### src/rtl/three_point_circumradius_core_defines.svh
// Assertion macros shared by the circumradius core.
`ifndef THREE_POINT_CIRCUMRADIUS_CORE_DEFINES_SVH
`define THREE_POINT_CIRCUMRADIUS_CORE_DEFINES_SVH
`ifndef ASSERT_OFF
`define TPCR_ASSERT_IMPLY(lbl, ante, cons) \
  lbl: assert property (@(posedge clk_i) disable iff (!rst_ni) (ante) |-> (cons)) \
    else $error("implication check failed");
`define TPCR_ASSERT_NEVER(lbl, cond) \
  lbl: assert property (@(posedge clk_i) disable iff (!rst_ni) !(cond)) \
    else $error("forbidden condition seen");
`else
`define TPCR_ASSERT_IMPLY(lbl, ante, cons)
`define TPCR_ASSERT_NEVER(lbl, cond)
`endif
`endif

### src/rtl/tpcr_pkg.sv
// Shared constants and types for the circumradius core.
package tpcr_pkg;

  localparam int unsigned COORD_BITS_DEF = 16;
  localparam int unsigned QUEUE_DEPTH    = 4;
  localparam int unsigned RADIUS_BITS    = 32;

  typedef enum logic [1:0] {
    ST_VALID     = 2'd0,
    ST_COLLINEAR = 2'd1,
    ST_SATURATED = 2'd2
  } status_e;

  typedef struct packed {
    logic full;
    logic empty;
  } q_stat_t;

endpackage

### src/rtl/tpcr_fifo.sv
// Short queue between the term front end and the solver back end.
module tpcr_fifo #(
  parameter int unsigned WIDTH = 8,
  parameter int unsigned DEPTH = tpcr_pkg::QUEUE_DEPTH
) (
  input  logic              clk_i,
  input  logic              rst_ni,
  input  logic              push_i,
  input  logic [WIDTH-1:0]  wdata_i,
  input  logic              pop_i,
  output logic [WIDTH-1:0]  rdata_o,
  output tpcr_pkg::q_stat_t stat_o
);

  localparam int unsigned PW = (DEPTH > 1) ? $clog2(DEPTH) : 1;
  localparam int unsigned CW = $clog2(DEPTH + 1);

  logic [WIDTH-1:0] mem_q [DEPTH];
  logic [PW-1:0]    wr_q, wr_d, rd_q, rd_d;
  logic [CW-1:0]    cnt_q, cnt_d;
  logic             do_push, do_pop;

  assign stat_o.full  = (cnt_q == CW'(DEPTH));
  assign stat_o.empty = (cnt_q == '0);
  assign do_push = push_i && !stat_o.full;
  assign do_pop  = pop_i && !stat_o.empty;
  assign rdata_o = mem_q[rd_q];

  always_comb begin
    wr_d  = wr_q;
    rd_d  = rd_q;
    cnt_d = cnt_q;
    if (do_push) begin
      wr_d = (wr_q == PW'(DEPTH - 1)) ? '0 : wr_q + 1'b1;
    end
    if (do_pop) begin
      rd_d = (rd_q == PW'(DEPTH - 1)) ? '0 : rd_q + 1'b1;
    end
    if (do_push && !do_pop) begin
      cnt_d = cnt_q + 1'b1;
    end else if (do_pop && !do_push) begin
      cnt_d = cnt_q - 1'b1;
    end
  end

  always_ff @(posedge clk_i or negedge rst_ni) begin
    if (!rst_ni) begin
      wr_q  <= '0;
      rd_q  <= '0;
      cnt_q <= '0;
    end else begin
      wr_q  <= wr_d;
      rd_q  <= rd_d;
      cnt_q <= cnt_d;
    end
  end

  always_ff @(posedge clk_i) begin
    if (do_push) begin
      mem_q[wr_q] <= wdata_i;
    end
  end

endmodule

### config.mk
export PLATFORM = sky130hd
export DESIGN_NAME = tpcr_fifo
export DESIGN_NICKNAME = d
export VERILOG_FILES = /design/src/rtl/three_point_circumradius_core_defines.svh /design/src/rtl/tpcr_pkg.sv /design/src/rtl/tpcr_fifo.sv
export SDC_FILE = /design/constraint.sdc
export NUM_CORES = 1
export LEC_CHECK = 0
export BUFFER_PORTS_ARGS = -buffer_cell sky130_fd_sc_hd__clkbuf_2
export CORE_MARGIN = 4
export CORE_UTILIZATION = 34
export DETAILED_ROUTE_END_ITERATION = 16
export PLACE_DENSITY_LB_ADDON = 0.12
export SETUP_SLACK_MARGIN = 0.05
export SLEW_MARGIN = 20
export SYNTH_ARGS = -nofsm -noshare
export SYNTH_HDL_FRONTEND = slang
export SYNTH_SLANG_ARGS = --single-unit
export TNS_END_PERCENT = 30
### constraint.sdc
create_clock -name clk_i -period 3.2 [get_ports clk_i]
set_clock_uncertainty 0.05 [all_clocks]
set_input_delay 0.32 -clock clk_i [delete_from_list [all_inputs] [get_ports clk_i]]
set_output_delay 0.32 -clock clk_i [all_outputs]
set_load 0.05 [all_outputs]
==> results of run 1 <==
## metrics by stage
step / worst slack, ns / instance area [µm²] / power [mW]
after floorplan: 0.1591 / 1620 / 1.434
after global placement: 1.157 / 1770 / 1.595
after detailed placement: 1.165 / 1770 / 1.595
after CTS: 0.8905 / 1888 / 1.991
after global routing: 0.8091 / 1888 / 2.070
final: 0.9654 / 1888 / 1.955
## worst reg2reg max path, stage by stage, from the launching register on
cell	delay, ns
dfrtp_1	0.45
nor3_1	0.28
nand2b_4	0.19
ha_1	0.17
inv_1	0.06
fa_1	0.37
xor2_1	0.15
nor2_1	0.11
xor2_1	0.15
## flip-flops by register name (all words and copies together), names as in the netlist
register  count
cnt_q         3
rd_q          2
mem_q        32
wr_q          2
## synth_stat cells
master / number / area share (%)
mux4_2: 8 / 11
mux2_4: 2 / 1.9
nor2b_2: 1 / 0.54
nor3_1: 1 / 0.31
mux2_2: 3 / 2.1
nand2b_4: 1 / 0.85
inv_1: 3 / 0.69
fa_1: 1 / 1.2
nor2_1: 3 / 0.69
ha_1: 6 / 4.6
xor2_1: 2 / 1.1
xnor2_1: 1 / 0.54
nor3b_4: 1 / 1.2
dfrtp_1: 7 / 11
edfxtp_1: 32 / 59
buf_6: 1 / 0.69
buf_2: 1 / 0.31
buf_1: 1 / 0.23
and2_2: 4 / 1.9
## worst max-delay path by stage
| stage | from | to | slack [ns] | cells past startpoint |
|---|---|---|---|---|
| floorplan | cnt_q[0] | cnt_q[2] | 0.16 | 8 |
| global placement | cnt_q[0] | cnt_q[2] | 1.16 | 8 |
| detailed placement | cnt_q[0] | cnt_q[2] | 1.17 | 8 |
| CTS | rd_q[0] | rdata_o[6] | 0.89 | 2 |
| global route | rd_q[0] | rdata_o[6] | 0.81 | 2 |
| finish | rd_q[0] | rdata_o[6] | 0.97 | 2 |
## power breakdown
| part | leakage (nW) | switching, mW | internal [mW] | total, mW |
|---|---|---|---|---|
| Combinational | 0.285 | 0.464 | 0.294 | 0.758 |
| Clock | 0.0556 | 0.162 | 0.228 | 0.390 |
| Sequential | 0.375 | 0.120 | 0.687 | 0.807 |
| Total | 0.716 | 0.746 | 1.21 | 1.96 |
## area by class of cell
class,instances,area (µm²),area share [%]
Sequential cell,39,1136,60.17
Multi-Input combinational cell,34,452.9,23.99
Timing Repair Buffer,22,115.1,6.097
Clock buffer,5,68.82,3.645
Tap cell,52,65.06,3.446
Clock inverter,3,38.79,2.054
Inverter,3,11.26,0.5964
## logic make-up (layout without fill, tap and decap cells)
family / count (synthesis) / count (layout) / share of synthesized area (%)
fa+ha+maj: 7 / 7 / 5.869
xor+xnor: 3 / 3 / 1.622
flops: 39 / 39 / 70.12
buf+inv: 6 / 33 / 1.930
simple gates: 11 / 11 / 5.405
mux: 13 / 13 / 15.06
## layer usage
| metal | GRT usage [%] | wire length [µm] | vias to the layer above | part of all wire (%) |
|---|---|---|---|---|
| li1 | - | - | 349 | - |
| met1 | 10.89 | 1053 | 375 | 43 |
| met2 | 14.46 | 1212 | 16 | 50 |
| met3 | 3.513 | 115 | 5 | 4.7 |
| met4 | 4.270 | 49 | 0 | 2.0 |
| met5 | 0 | 0 | - | 0 |
## timing repair
action,4_1_cts,5_1_grt
hold endpoints to repair,7,0
hold buffers,1,0
setup buffers,0,0
resized for setup,0,0
setup endpoints to repair,0,0
==> flow_metrics.env, run 1 <==
export IMPL_dpl_cell_count=149
export IMPL_period_needed_ns=2.235
export IMPL_syn_to_final_growth_pct=16.53
export IMPL_viasPerCell=4.715
export IMPL_path_buf_inv=1
export IMPL_fillers=407
export IMPL_clockBufferDepth=2
export IMPL_grt_setup_unrepaired="false"
export IMPL_syn_area_per_cell_um2=20.51
export IMPL_n_antenna_cell=0
export IMPL_crit_family="flip-flops"
export IMPL_place_gp_congestion=0.7010
export IMPL_ir_drop_uv=417.8
export IMPL_die_area_um2=5934
export IMPL_slowest_delay_ns=0.73
export IMPL_maxSlewViolCount=0
export IMPL_std_cell_rows=24
export IMPL_clkLatencyLatePin_ns=0.28
export IMPL_setup_tns_ns=0
export IMPL_grt_pass1_wl_um=3995
export IMPL_clk_root_buffer_cell="clkbuf_8"
export IMPL_mostFrequentLayoutCells="edfxtp_1, clkbuf_2, mux4_2"
export IMPL_grtUsageTotal_pct=9.105
export IMPL_synth_cells=79
export IMPL_start_kind="flop"
export IMPL_whs_ns=0.2003
export IMPL_worst_ep_arrival_time_ns=1.86
export IMPL_required_ns=2.83
export IMPL_path_cells="mux4_2, clkbuf_2"
export IMPL_endpoint_kind="primary output"
export IMPL_wire_per_inst_um=15.38
export IMPL_cts_num_sinks=39
export IMPL_crit_path_max_fanout=11
export IMPL_r2r_end="cnt_q[2]"
export IMPL_min_from="wdata_i[3]"
export IMPL_hp_class="input pin to flop"
export IMPL_worst_pin_slew_ns=0.6024
export IMPL_finalCritPeriodShare_pct=69.83
export IMPL_vias=745
export IMPL_syn_nets=98
export IMPL_ys_seq_elements=39
export IMPL_cts_made_buffers=5
export IMPL_maxSlewHeadroom_pct=59.84
export IMPL_rr_startpoint="cnt_q[1]"
export IMPL_ys_types=19
export IMPL_critPathKind="flop to primary output"
export IMPL_clk_pin_slew_worst_paths_ns=0.07
export IMPL_antenna_found_initial=0
export IMPL_drtAntennaViolNets=0
export IMPL_grt_pass1_vias=809
export IMPL_drc=0
export IMPL_htree_levels=2
export IMPL_cap_violations=0
export IMPL_die_h_um=77.04
export IMPL_powerDensity_nw_per_um2=1036
export IMPL_drive_above_1_share_pct=45.28
export IMPL_core_area_um2=4474
export IMPL_port_buffers=21
export IMPL_ys_warn_count=0
export IMPL_finalHoldViolations=0
export IMPL_cp_slowest_cell="dfrtp_1"
export IMPL_reg2reg_depth=8
export IMPL_hpwlAfterDp_um=1691
export IMPL_fmax_mhz=447.5
export IMPL_layout_nets=124
export IMPL_ioPinCount=22
export IMPL_drt_iter0_markers=31
export IMPL_final_cells=158
export IMPL_leakage_nw=0.7162
export IMPL_die_w_um=77.04
export IMPL_min_delay_path_depth=1
export IMPL_min_to="mem_q[1][3]"
export IMPL_start_util_pct=36.21
export IMPL_reg2reg_slack_ns=1.16
export IMPL_cts_tree="yes"
export IMPL_grt_overflow=0
export IMPL_setup_violations=0
export IMPL_final_common_cell="edfxtp_1"
export IMPL_drt_wl_total_um=2430
export IMPL_final_core_util_pct=42.20
export IMPL_outcome="completed"
export IMPL_grt_max_degree=13
export IMPL_seq_area_frac_synth_pct=70.12
export IMPL_firstDrtPassIters=4
export IMPL_synth_area_um2=1620
Note: power is estimated with default switching activity, not from simulation.
==> inputs of run 2 (changes only) <==
==> constraint.sdc (replaced) <==
create_clock -name clk_i -period 2.3 [get_ports clk_i]
set_clock_uncertainty 0.05 [all_clocks]
set_input_delay 0.23 -clock clk_i [delete_from_list [all_inputs] [get_ports clk_i]]
set_output_delay 0.23 -clock clk_i [all_outputs]
set_load 0.05 [all_outputs]
==> flow_metrics.env, run 2 (synthesis gave the netlist of run 1 again) <==
export IMPL_port_buffers=21
export IMPL_grt_max_degree=13
export IMPL_wire_per_inst_um=16.20
export IMPL_worst_pin_slew_ns=0.5884
export IMPL_viasPerCell=4.830
export IMPL_start_util_pct=36.21
export IMPL_grt_pass1_wl_um=4174
export IMPL_ir_drop_uv=542.2
export IMPL_layout_nets=125
export IMPL_hp_class="input pin to flop"
export IMPL_setup_tns_ns=0
export IMPL_cap_violations=0
export IMPL_mostFrequentLayoutCells="edfxtp_1, clkbuf_2, mux4_2"
export IMPL_placed_area_um2=1803
export IMPL_final_cells=159
export IMPL_std_cell_rows=24
export IMPL_cts_setup_buffers=0
export IMPL_drive_above_1_share_pct=49.53
export IMPL_clk_pin_slew_worst_paths_ns=0.07
export IMPL_htree_levels=2
export IMPL_cp_slowest_cell="dfrtp_1"
export IMPL_layout_setup_ws_ns=0.1958
export IMPL_outcome="completed"
export IMPL_maxSlewViolCount=0
export IMPL_die_h_um=77.04
export IMPL_crit_path_max_fanout=11
export IMPL_cts_num_sinks=39
export IMPL_critPathKind="flop to primary output"
export IMPL_drc=0
export IMPL_cts_made_buffers=5
export IMPL_path_cells="mux4_2, clkbuf_2"
export IMPL_powerDensity_nw_per_um2=1485
export IMPL_grtUsageTotal_pct=9.427
export IMPL_drtAntennaViolNets=0
export IMPL_maxSlewHeadroom_pct=60.77
export IMPL_ioPinCount=22
export IMPL_power_mw=2.890
export IMPL_slowest_delay_ns=0.72
export IMPL_final_core_util_pct=43.48
export IMPL_dpl_cell_count=150
export IMPL_vias=768
export IMPL_hpwlAfterDp_um=1816
export IMPL_period_needed_ns=2.104
export IMPL_top_register="mem_q"
export IMPL_fmax_mhz=475.2
export IMPL_grt_overflow=0
export IMPL_antenna_found_initial=0
export IMPL_finalHoldViolations=0
export IMPL_finalInstanceArea_um2=1946
export IMPL_core_area_um2=4474
export IMPL_place_gp_congestion=0.7188
export IMPL_die_w_um=77.04
export IMPL_cts_tree="yes"
export IMPL_die_area_um2=5934
export IMPL_setup_violations=0
export IMPL_drt_iter0_markers=30
export IMPL_endpoint_kind="primary output"
export IMPL_grt_pass1_vias=853
export IMPL_reg_largest_list="mem_q: 32 flops, cnt_q: 3 flops"
export IMPL_required_ns=2.02
export IMPL_firstDrtPassIters=2
export IMPL_drt_wl_total_um=2576
export IMPL_leakage_nw=0.7329
export IMPL_clk_root_buffer_cell="clkbuf_8"
export IMPL_largest_reg_flops=32
export IMPL_dp_worst_setup_slack_ns=0.3614
export IMPL_clockBufferDepth=2
export IMPL_syn_to_final_growth_pct=20.08
export IMPL_clkLatencyLatePin_ns=0.28
export IMPL_final_common_cell="edfxtp_1"
export IMPL_fillers=389
export IMPL_whs_ns=0.1116
export IMPL_n_antenna_cell=0
export IMPL_worst_ep_arrival_time_ns=1.82
export IMPL_grt_setup_unrepaired="false"
export IMPL_finalCritPeriodShare_pct=91.49
export IMPL_start_kind="flop"
## run 2: timing repair
item / CTS / global route
hold buffers: 1 / 0
hold endpoints to repair: 7 / 0
resized for setup: 0 / 0
## run 2: routing by layer
metal  GRT usage [%]  routed length (µm)  part of all wire, %  vias to the layer above
met5               0                   0                    0                        -
met4           3.737                  44                  1.7                        0
met3           3.630                 131                  5.1                        6
met2           17.07                1412                   55                       18
met1           9.739                 987                   38                      390
li1                -                   -                    -                      354
## run 2: layout make-up
type                    instances  area, µm²  area share, %
multi-input cells              34      476.7          24.50
well taps                      52      65.06          3.344
clock inverters                 2      60.06          3.087
flip-flops and latches         39       1137          58.46
repair buffers                 23      122.6          6.302
inverters                       3      11.26         0.5788
clock buffers                   6      72.57          3.730
## run 2: worst paths after layout
kind / from / endpoint / slack [ns] / cells after the start
setup / recovery: rd_q[0] / rdata_o[7] / 0.20 / 2
hold / removal: wdata_i[6] / mem_q[3][6] / 0.11 / 1
setup reg to reg: cnt_q[2] / cnt_q[2] / 0.36 / 8
hold reg to reg: cnt_q[2] / cnt_q[2] / 0.52 / 1
max in group asynchronous: rst_ni / cnt_q[0] / 1.75 / 2
min in group asynchronous: rst_ni / wr_q[0] / 0.27 / 2
## run 2: critical path: cells and delay by family, from the launching register on
family	cells	cell delay [ns]
mux	1	0.57
flops	1	0.72
buf+inv	1	0.25
## run 2: where the power goes
part / switching, mW / leakage [nW] / internal [mW]
clock: 0.223 / 0.0654 / 0.433
combinational: 0.654 / 0.293 / 0.434
sequential: 0.188 / 0.374 / 0.958
